File: src/design/mdb_pkg.sv
// Shared types, constants and the rounding/saturation helper for the masked
// depth back-projection block. Used by mdb_ctrl, mdb_dp and the top level.
// Depends on nothing.
package mdb_pkg;

    // Fixed field widths of the projection arithmetic.
    localparam int POS_W   = 12;
    localparam int MAG_W   = 16;
    localparam int DEPTH_W = 24;
    localparam int INV_W   = 24;
    localparam int PD_W    = 40;
    localparam int HALF_W  = 20;
    localparam int OPA_W   = 24;
    localparam int PROD_W  = 48;
    localparam int ACC_W   = 64;
    localparam int COORD_W = 32;
    localparam int CNT_W   = 25;
    localparam int DIM_CFG_W = 13;

    // Configuration register indexes.
    typedef logic [2:0] t_reg_idx;
    localparam t_reg_idx REG_WIDTH       = 3'd0;
    localparam t_reg_idx REG_HEIGHT      = 3'd1;
    localparam t_reg_idx REG_CENTER_X    = 3'd2;
    localparam t_reg_idx REG_CENTER_Y    = 3'd3;
    localparam t_reg_idx REG_INV_FOCAL_X = 3'd4;
    localparam t_reg_idx REG_INV_FOCAL_Y = 3'd5;
    localparam t_reg_idx REG_MIN_DEPTH   = 3'd6;

    // Multiply sequence steps, one product per step on the shared multiplier.
    typedef logic [2:0] t_step;
    localparam t_step STEP_X_DEPTH = 3'd0;
    localparam t_step STEP_X_LO    = 3'd1;
    localparam t_step STEP_X_HI    = 3'd2;
    localparam t_step STEP_Y_DEPTH = 3'd3;
    localparam t_step STEP_Y_LO    = 3'd4;
    localparam t_step STEP_Y_HI    = 3'd5;

    // Commands from the controller to the datapath.
    typedef struct packed {
        logic  accept;
        logic  step_en;
        t_step step;
        logic  load_out;
    } t_cmd;

    // Round a Q.44 magnitude to Q.16 (ties away from zero), apply the sign and
    // saturate to a signed 32-bit value.
    function automatic logic [COORD_W-1:0] round_sat(input logic [ACC_W-1:0] acc,
                                                     input logic neg);
        logic [ACC_W:0]   sum;
        logic [ACC_W-28:0] mag;
        logic [COORD_W-1:0] res;
        begin
            sum = {1'b0, acc} + 65'h0_0000_0000_0800_0000;
            mag = sum[ACC_W:28];
            if (neg) begin
                if (mag >= 37'h0_8000_0000) begin
                    res = 32'h8000_0000;
                end else begin
                    res = 32'h0 - mag[COORD_W-1:0];
                end
            end else begin
                if (mag > 37'h0_7FFF_FFFF) begin
                    res = 32'h7FFF_FFFF;
                end else begin
                    res = mag[COORD_W-1:0];
                end
            end
            return res;
        end
    endfunction

endpackage

File: src/design/masked_depth_backprojection.sv
// Top level of the masked depth back-projection block.
// Depends on mdb_pkg, mdb_ctrl and mdb_dp.
//
// Pixels are taken in raster order, one request per handshake, and each gives
// exactly one result carrying the point flag, X/Y in signed Q16.16 and Z in
// Q8.16 metres, the frame end mark and the running point count of the frame.
// A request occupies the block until the next acceptance: multiply steps on
// a single shared 24x24 multiplier (offset times depth, then that product
// times the reciprocal focal length in two halves, for X and for Y) and a
// final state to round, saturate and load the result register. The result
// appears the cycle after that and may wait there under stall while the next
// request is already being accepted and computed. Configuration writes must
// only be issued while no request is in flight.
module masked_depth_backprojection
    import mdb_pkg::*;
#(
    parameter int MAX_DIM = 4096
) (
    input  logic                      i_clk,
    input  logic                      i_rst_n,
    input  logic                      i_cfg_we,
    input  logic [2:0]                i_cfg_index,
    input  logic [23:0]               i_cfg_data,
    input  logic                      i_valid,
    output logic                      o_stall,
    input  logic [7:0]                i_mask_value,
    input  logic [DEPTH_W-1:0]        i_depth_value,
    input  logic                      i_depth_invalid,
    output logic                      o_valid,
    input  logic                      i_stall,
    output logic                      o_point_valid,
    output logic signed [COORD_W-1:0] o_point_x,
    output logic signed [COORD_W-1:0] o_point_y,
    output logic [DEPTH_W-1:0]        o_point_z,
    output logic                      o_frame_end,
    output logic [CNT_W-1:0]          o_points_so_far
);

    t_cmd cmd;

    // Sequencer and handshake control.
    mdb_ctrl u_ctrl (
        .i_clk   (i_clk),
        .i_rst_n (i_rst_n),
        .i_valid (i_valid),
        .i_stall (i_stall),
        .o_stall (o_stall),
        .o_valid (o_valid),
        .o_cmd   (cmd)
    );

    // Counters, arithmetic and result register.
    mdb_dp #(
        .MAX_DIM (MAX_DIM)
    ) u_dp (
        .i_clk           (i_clk),
        .i_rst_n         (i_rst_n),
        .i_cmd           (cmd),
        .i_cfg_we        (i_cfg_we),
        .i_cfg_index     (i_cfg_index),
        .i_cfg_data      (i_cfg_data),
        .i_mask_value    (i_mask_value),
        .i_depth_value   (i_depth_value),
        .i_depth_invalid (i_depth_invalid),
        .o_point_valid   (o_point_valid),
        .o_point_x       (o_point_x),
        .o_point_y       (o_point_y),
        .o_point_z       (o_point_z),
        .o_frame_end     (o_frame_end),
        .o_points_so_far (o_points_so_far)
    );

endmodule

File: src/design/mdb_ctrl.sv
// Controller of the masked depth back-projection block: request handshake,
// multiply step sequencing and the output register's full flag.
// Depends on mdb_pkg.
module mdb_ctrl
    import mdb_pkg::*;
(
    input  logic i_clk,
    input  logic i_rst_n,
    input  logic i_valid,
    input  logic i_stall,
    output logic o_stall,
    output logic o_valid,
    output t_cmd o_cmd
);

    localparam logic [1:0] ST_IDLE = 2'd0;
    localparam logic [1:0] ST_CALC = 2'd1;
    localparam logic [1:0] ST_DONE = 2'd2;

    logic [1:0] r_state, n_state;
    t_step      r_step, n_step;
    logic       r_out_full, n_out_full;
    t_cmd       cmd;
    logic       out_take;

    // Next-state logic and command decode.
    always_comb begin
        n_state      = r_state;
        n_step       = r_step;
        cmd          = '0;
        cmd.step     = r_step;
        case (r_state)
            ST_IDLE: begin
                if (i_valid) begin
                    cmd.accept = 1'b1;
                    n_state    = ST_CALC;
                    n_step     = STEP_X_DEPTH;
                end
            end
            ST_CALC: begin
                cmd.step_en = 1'b1;
                if (r_step == STEP_Y_HI) begin
                    n_state = ST_DONE;
                end else begin
                    n_step = r_step + 3'd1;
                end
            end
            ST_DONE: begin
                // The result register frees up when empty or taken this cycle.
                if (!r_out_full || !i_stall) begin
                    cmd.load_out = 1'b1;
                    n_state      = ST_IDLE;
                end
            end
            default: begin
                n_state = ST_IDLE;
            end
        endcase
    end

    // Output register occupancy.
    assign out_take = r_out_full && !i_stall;

    always_comb begin
        if (cmd.load_out) begin
            n_out_full = 1'b1;
        end else if (out_take) begin
            n_out_full = 1'b0;
        end else begin
            n_out_full = r_out_full;
        end
    end

    always_ff @(posedge i_clk) begin
        if (!i_rst_n) begin
            r_state    <= ST_IDLE;
            r_step     <= STEP_X_DEPTH;
            r_out_full <= 1'b0;
        end else begin
            r_state    <= n_state;
            r_step     <= n_step;
            r_out_full <= n_out_full;
        end
    end

    assign o_stall = (r_state != ST_IDLE);
    assign o_valid = r_out_full;
    assign o_cmd   = cmd;

`ifndef SYNTHESIS
    // An accepted request always starts the multiply sequence at its first step.
    a_accept_starts: assert property (@(posedge i_clk) disable iff (!i_rst_n)
        cmd.accept |=> (r_state == ST_CALC && r_step == STEP_X_DEPTH))
        else $error("accepted request did not start the multiply sequence");

    // Loading the result register always leaves it holding a result.
    a_load_fills: assert property (@(posedge i_clk) disable iff (!i_rst_n)
        cmd.load_out |=> r_out_full)
        else $error("result register empty after a load");

    // A waiting result is never overwritten while the consumer stalls.
    a_no_overwrite: assert property (@(posedge i_clk) disable iff (!i_rst_n)
        (r_state == ST_DONE && r_out_full && i_stall) |-> !cmd.load_out)
        else $error("result register overwritten while stalled");

    // The step counter never runs past the last multiply step while computing.
    a_step_range: assert property (@(posedge i_clk) disable iff (!i_rst_n)
        (r_state == ST_CALC) |-> (r_step <= STEP_Y_HI))
        else $error("multiply step out of range");
`endif

endmodule

File: src/design/mdb_dp.sv
// Datapath of the masked depth back-projection block: configuration registers,
// raster counters, shared multiplier with accumulator and the result register.
// Depends on mdb_pkg.
module mdb_dp
    import mdb_pkg::*;
#(
    parameter int MAX_DIM = 4096
) (
    input  logic                      i_clk,
    input  logic                      i_rst_n,
    input  t_cmd                      i_cmd,
    input  logic                      i_cfg_we,
    input  logic [2:0]                i_cfg_index,
    input  logic [23:0]               i_cfg_data,
    input  logic [7:0]                i_mask_value,
    input  logic [DEPTH_W-1:0]        i_depth_value,
    input  logic                      i_depth_invalid,
    output logic                      o_point_valid,
    output logic signed [COORD_W-1:0] o_point_x,
    output logic signed [COORD_W-1:0] o_point_y,
    output logic [DEPTH_W-1:0]        o_point_z,
    output logic                      o_frame_end,
    output logic [CNT_W-1:0]          o_points_so_far
);

    localparam int DIM_W = $clog2(MAX_DIM);
    localparam logic [DIM_CFG_W-1:0] DIM_MAX = DIM_CFG_W'(MAX_DIM);
    localparam logic [CNT_W-1:0]     CNT_MAX = {CNT_W{1'b1}};

    // Configuration registers.
    logic [DIM_CFG_W-1:0] r_width, r_height;
    logic [MAG_W-1:0]     r_cx, r_cy;
    logic [INV_W-1:0]     r_invx, r_invy;
    logic [DEPTH_W-1:0]   r_min_depth;

    always_ff @(posedge i_clk) begin
        if (!i_rst_n) begin
            r_width     <= 13'd640;
            r_height    <= 13'd480;
            r_cx        <= 16'd5069;
            r_cy        <= 16'd3817;
            r_invx      <= 24'd54163;
            r_invy      <= 24'd40832;
            r_min_depth <= 24'd6554;
        end else if (i_cfg_we) begin
            case (i_cfg_index)
                REG_WIDTH:       r_width     <= i_cfg_data[DIM_CFG_W-1:0];
                REG_HEIGHT:      r_height    <= i_cfg_data[DIM_CFG_W-1:0];
                REG_CENTER_X:    r_cx        <= i_cfg_data[MAG_W-1:0];
                REG_CENTER_Y:    r_cy        <= i_cfg_data[MAG_W-1:0];
                REG_INV_FOCAL_X: r_invx      <= i_cfg_data;
                REG_INV_FOCAL_Y: r_invy      <= i_cfg_data;
                REG_MIN_DEPTH:   r_min_depth <= i_cfg_data;
                default: begin
                end
            endcase
        end
    end

    // Effective frame size: zero acts as one, oversize acts as the maximum.
    logic [DIM_CFG_W-1:0] w_eff, h_eff;

    always_comb begin
        if (r_width == '0) begin
            w_eff = DIM_CFG_W'(1);
        end else if (r_width > DIM_MAX) begin
            w_eff = DIM_MAX;
        end else begin
            w_eff = r_width;
        end
        if (r_height == '0) begin
            h_eff = DIM_CFG_W'(1);
        end else if (r_height > DIM_MAX) begin
            h_eff = DIM_MAX;
        end else begin
            h_eff = r_height;
        end
    end

    // Raster position and frame point count.
    logic [DIM_W-1:0] r_col, r_row;
    logic [CNT_W-1:0] r_points;
    logic             row_end, frame_end, sel;
    logic [CNT_W-1:0] n_item_cnt;
    logic [MAG_W-1:0] p16x, p16y;

    assign row_end   = DIM_CFG_W'(r_col) >= (w_eff - DIM_CFG_W'(1));
    assign frame_end = row_end && (DIM_CFG_W'(r_row) >= (h_eff - DIM_CFG_W'(1)));
    assign sel       = (i_mask_value != 8'd0) && !i_depth_invalid &&
                       (i_depth_value > r_min_depth);
    assign n_item_cnt = (sel && r_points != CNT_MAX) ? r_points + CNT_W'(1) : r_points;
    assign p16x = {POS_W'(r_col), 4'b0000};
    assign p16y = {POS_W'(r_row), 4'b0000};

    always_ff @(posedge i_clk) begin
        if (!i_rst_n) begin
            r_col    <= '0;
            r_row    <= '0;
            r_points <= '0;
        end else if (i_cmd.accept) begin
            if (frame_end) begin
                r_col    <= '0;
                r_row    <= '0;
                r_points <= '0;
            end else begin
                r_points <= n_item_cnt;
                if (row_end) begin
                    r_col <= '0;
                    r_row <= r_row + DIM_W'(1);
                end else begin
                    r_col <= r_col + DIM_W'(1);
                end
            end
        end
    end

    // Per-request operands captured at acceptance.
    logic [DEPTH_W-1:0] r_depth;
    logic               r_sel, r_fend, r_negx, r_negy;
    logic [MAG_W-1:0]   r_magx, r_magy;
    logic [CNT_W-1:0]   r_item_cnt;

    always_ff @(posedge i_clk) begin
        if (i_cmd.accept) begin
            r_depth    <= i_depth_value;
            r_sel      <= sel;
            r_fend     <= frame_end;
            r_item_cnt <= n_item_cnt;
            r_negx     <= p16x < r_cx;
            r_magx     <= (p16x < r_cx) ? r_cx - p16x : p16x - r_cx;
            r_negy     <= p16y < r_cy;
            r_magy     <= (p16y < r_cy) ? r_cy - p16y : p16y - r_cy;
        end
    end

    // Shared 24x24 multiplier: offset*depth, then that product times the
    // reciprocal focal length in two 20-bit halves.
    logic [OPA_W-1:0]  op_a;
    logic [INV_W-1:0]  op_b;
    logic [PROD_W-1:0] prod;
    logic [PD_W-1:0]   r_pd;
    logic [ACC_W-1:0]  r_acc;
    logic [COORD_W-1:0] r_px;

    always_comb begin
        case (i_cmd.step)
            STEP_X_DEPTH: begin
                op_a = OPA_W'(r_magx);
                op_b = r_depth;
            end
            STEP_X_LO: begin
                op_a = OPA_W'(r_pd[HALF_W-1:0]);
                op_b = r_invx;
            end
            STEP_X_HI: begin
                op_a = OPA_W'(r_pd[PD_W-1:HALF_W]);
                op_b = r_invx;
            end
            STEP_Y_DEPTH: begin
                op_a = OPA_W'(r_magy);
                op_b = r_depth;
            end
            STEP_Y_LO: begin
                op_a = OPA_W'(r_pd[HALF_W-1:0]);
                op_b = r_invy;
            end
            STEP_Y_HI: begin
                op_a = OPA_W'(r_pd[PD_W-1:HALF_W]);
                op_b = r_invy;
            end
            default: begin
                op_a = '0;
                op_b = '0;
            end
        endcase
    end

    assign prod = PROD_W'(op_a) * PROD_W'(op_b);

    always_ff @(posedge i_clk) begin
        if (i_cmd.step_en) begin
            case (i_cmd.step)
                STEP_X_DEPTH: begin
                    r_pd <= prod[PD_W-1:0];
                end
                STEP_Y_DEPTH: begin
                    r_pd <= prod[PD_W-1:0];
                    r_px <= round_sat(r_acc, r_negx);
                end
                STEP_X_LO, STEP_Y_LO: begin
                    r_acc <= ACC_W'(prod);
                end
                STEP_X_HI, STEP_Y_HI: begin
                    r_acc <= r_acc + ACC_W'({prod, {HALF_W{1'b0}}});
                end
                default: begin
                end
            endcase
        end
    end

    // Result register; a rejected pixel shows zero coordinates.
    always_ff @(posedge i_clk) begin
        if (i_cmd.load_out) begin
            o_point_valid   <= r_sel;
            o_point_x       <= r_sel ? r_px : '0;
            o_point_y       <= r_sel ? round_sat(r_acc, r_negy) : '0;
            o_point_z       <= r_sel ? r_depth : '0;
            o_frame_end     <= r_fend;
            o_points_so_far <= r_item_cnt;
        end
    end

endmodule
File: config.mk
export PLATFORM = sky130hd
export DESIGN_NAME = masked_depth_backprojection
export DESIGN_NICKNAME = d
export VERILOG_FILES = /design/src/design/mdb_pkg.sv /design/src/design/masked_depth_backprojection.sv /design/src/design/mdb_ctrl.sv /design/src/design/mdb_dp.sv
export SDC_FILE = /design/constraint.sdc
export NUM_CORES = 2
export LEC_CHECK = 0
export BUFFER_PORTS_ARGS = -buffer_cell sky130_fd_sc_hd__buf_2
export CAP_MARGIN = 10
export CORE_MARGIN = 8
export CORE_UTILIZATION = 40
export CTS_BUF_LIST = sky130_fd_sc_hd__clkbuf_4 sky130_fd_sc_hd__clkbuf_8
export CTS_CLUSTER_SIZE = 24
export DETAILED_ROUTE_END_ITERATION = 8
export GPL_ROUTABILITY_DRIVEN = 1
export HOLD_SLACK_MARGIN = 0.02
export PLACE_DENSITY = 0.52
export SLEW_MARGIN = 20
export SYNTH_ARGS = -nofsm -noshare
export SYNTH_HDL_FRONTEND = slang
export SYNTH_SLANG_ARGS = --single-unit
export TNS_END_PERCENT = 20
File: constraint.sdc
create_clock -name i_clk -period 11.44 [get_ports i_clk]
set_input_delay 0.572 -clock i_clk [delete_from_list [all_inputs] [get_ports i_clk]]
set_output_delay 0.572 -clock i_clk [all_outputs]
set_load 0.005 [all_outputs]
==> metrics.md <==
| Metric | Value |
|---|---|
| Synth async-reset ratio | `0` |
| Dominant cells by area after synthesis | `edfxtp_1, fa_1, ha_1, dfxtp_1, nand2_1` |
| Crit path max fanout | `14` |
| Vias in the first global route | `between 30k and 40k` |
| H-tree depth | `3` |
| HPWL after detailed placement | `~110 mm` |
| Clock Tree Root | `clkbuf_8` |
| # Post-CTS Setup Buffers | `0` |
| Kind of critical path | `register to register` |
| Most common cell on crit path | `fa_1` |
| CTS sink cnt | `501` |
| Routed WL per cell | `20.91 um` |
| Die W | `345.2 um` |
| Crit-path slowest cell | `fa_1` |
| Fin Hold WS | `just under 0.08 ns` |
| First drt pass iteration count | `8` |
| Routed Wire Length | `around 140 mm` |
| Layout area overhead | `11.81%` |
| Reg2reg start | `u_ctrl.r_step[1]$_SDFFE_PN0P_` |
| Buffers on Ports | `181` |
| Routed Antenna Nets | `0` |
| Clock Latency Late Sink | `~0.77 ns` |
| First-pass GRT wire length | `about 210 mm` |
| Post-synth top area cell | `edfxtp_1` |
| Worst-path clk slew | `around 0.060 ns` |
| Final Util | `0.4515` |
| YS warnings | `0` |
| Congestion Overflow GR | `0` |
| Post-Syn Area | `between 40000 and 50000 sq um` |
| CP Data Required Time | `~12 ns` |
| Post-synth EDFFs | `316` |
| Synth Register Bits | `501` |
| Top cell type's share of synthesized area | `0.2189` |
| Commonest non-fill, non-tap cell in the layout | `nand2_1` |
| Nets@finish | `just under 6k` |
| Critical Path Sink | `u_dp.r_acc[63]$_SDFFCE_PP0P_` |
| Hold WC Path Type | `primary input to register` |
| Setup crit start | `u_ctrl.r_step[1]$_SDFFE_PN0P_` |
| Num CTS Buffers | `between 90 and 100` |
| DR DRC count | `0` |
| Die Area | `119200 sq um` |
| Largest net degree at the start of global routing | `73` |
| Site Rows | `between 100 and 150` |
| Vias per cell | `~5.3` |
| IO Count | `182` |
| Final Critical Period | `around 11 ns` |
| Share of layout cells above drive strength 1 | `0.1071` |
| Synth Instances | `just under 5k` |
| Period utilization | `0.9578` |
| Relative slew slack | `0.2681` |
| FF-to-FF path depth | `38` |
| Skew final | `roughly 0.079 ns` |
| CP endpoint kind | `register` |
| CTS tree | `done` |
| Actual slew at the worst max-slew pin | `~1.1 ns` |
| Worst setup SP type | `register` |
| Maxcap violations | `0` |
| Clock Path Buffers | `3` |
| Drt initial violations | `2778` |
| Die outline height | `345.2 um` |
| RR Endpoint | `u_dp.r_acc[63]$_SDFFCE_PP0P_` |
| Netlist cell types | `100` |
| Core footprint | `107400 sq um` |
| Status | `finished clean` |
| Final setup fails | `0` |
| Ys flop type | `edfxtp_1` |
| Leading cell types in the layout, fill and taps excluded | `nand2_1, inv_1, nor2_1` |
| Crit path arrival time | `between 10 and 15 ns` |
| Avg Inst Size Synth | `roughly 9.0 sq um` |
| FMAX | `just over 90 MHz` |
| Via count | `between 30k and 40k` |
| Final slew viol count | `0` |
| GPL Wtd Cong | `0.9188` |
| Endpoints failing hold | `0` |
| Syn_nets | `5584` |
| Sequential fraction of the synthesis area | `0.3043` |
| Initial antenna violation count | `5` |
| CP peak stage delay | `0.57 ns` |
| Flop2flop setup slack | `between 0.4 and 0.5 ns` |
| Initial Utilization | `0.4038` |
| Total Routing Usage GR | `0.2234` |
[registers in the layout (all words and copies together) (netlist names), 16 cells and up]
| name | cells |
|---|---|
| u_dp.r_acc | 44 |
| u_dp.r_magy | 16 |
| u_dp.r_item_cnt | 25 |
| u_dp.r_magx | 16 |
| u_dp.r_cy | 16 |
| u_dp.o_point_y | 32 |
| u_dp.o_points_so_far | 25 |
| u_dp.o_point_z | 24 |
| u_dp.r_min_depth | 24 |
| u_dp.r_pd | 40 |
| u_dp.o_point_x | 32 |
| u_dp.r_cx | 16 |
| u_dp.r_invy | 24 |
| u_dp.r_points | 25 |
| u_dp.r_depth | 24 |
| u_dp.r_invx | 24 |
| u_dp.r_px | 32 |
[worst min path at each step]
| stage | slack, ns | from | endpoint | depth (start not counted) |
|---|---|---|---|---|
| 2_1_floorplan | 0.40 | u_dp.r_fend$_DFFE_PP_ | u_dp.o_frame_end$_DFFE_PP_ | 0 |
| 3_3_place_gp | 0.41 | u_dp.r_item_cnt[1]$_DFFE_PP_ | u_dp.o_points_so_far[1]$_DFFE_PP_ | 0 |
| 4_1_cts | 0.02 | i_depth_value[21] | u_dp.r_depth[21]$_DFFE_PP_ | 1 |
| 3_5_place_dp | 0.40 | u_dp.r_item_cnt[13]$_DFFE_PP_ | u_dp.o_points_so_far[13]$_DFFE_PP_ | 0 |
| 6_report | 0.08 | i_depth_value[21] | u_dp.r_depth[21]$_DFFE_PP_ | 1 |
| 5_1_grt | 0.03 | i_depth_value[21] | u_dp.r_depth[21]$_DFFE_PP_ | 1 |
[cells by family after synthesis]
family,share of synthesized area
simple gates,0.1835
xor+xnor,0.03968
buf+inv,0.06921
flops,0.3043
fa+ha+maj,0.2710
compound gates,0.1219
mux,0.01045
[per-stage QoR]
step            TNS (ns)  worst slack [ns]  std cells  area, sq um
2_1_floorplan          0             1.259       4817        43350
3_3_place_gp           0            0.4146       6323        46250
3_5_place_dp           0            0.4016       6323        46250
4_1_cts                0            0.4501       6509        48410
5_1_grt        -0.002108         -0.002108       6512        48470
6_report               0            0.4827       6513        48470
[cell usage after synthesis (6+ instances only)]
cell type and count:
a211oi_1 20, a222oi_1 17, xnor2_1 119, buf_1 11
o211ai_1 32, nand2b_1 20, o21bai_1 25, o31ai_1 6
xor2_1 71, o22a_1 6, a22oi_1 11, nand3b_1 6
fa_1 395, nand3_1 122, o21ai_1 10, inv_1 575
a21oi_1 285, nor3_1 60, mux2_2 17, and2_1 99
mux2i_1 25, nor2_1 444, a22o_1 8, dfxtp_1 185
o22ai_1 19, and4_1 9, edfxtp_1 316, nand2_1 819
nand4_1 39, ha_1 307, and3_1 46, nor3b_1 7
or3_1 12, o21a_1 42, buf_2 13, nor4_1 19
o21ai_0 105, or2_2 14, nor2b_1 29, a31oi_1 50
clkbuf_1 176, a31o_2 6, a21boi_0 9, a21o_1 85
[final cells by class]
class | count | area (sq um)
inverter | 581 | 2185
timing repair buffer | 325 | 2062
antenna | 3 | 7.507
clock inverter | 59 | 578.1
sequential | 501 | 13190
tap | 1403 | 1755
fill | 10500 | 58880
multi-input combinational | 3529 | 27260
clock buffer | 112 | 1435
[critical path: cells and delay by family (launching register included)]
family          cells  cell delay, ns
compound gates     11            2.66
xor+xnor            2            0.67
fa+ha+maj          10            4.66
buf+inv             9            1.01
flops               1            0.35
mux                 1            0.53
simple gates        5            0.87
[what timing repair did]
action | CTS | global route
endpoints found under the setup margin | 0 | 4
hold buffers | 15 | 0
resized for setup | 0 | 5
hold endpoints to repair | 15 | 0
[layer usage]
metal / share of wire / vias up / track usage
li1: - / 16560 / -
met4: 0.024 / 0 / 0.05389
met1: 0.46 / 17030 / 0.3138
met2: 0.45 / 985 / 0.3533
met3: 0.064 / 190 / 0.04507
met5: 0 / - / 0
Power is left out: the tool's default activity adds up to more than one toggle a clock period on the data nets, which glitch-free logic cannot reach.
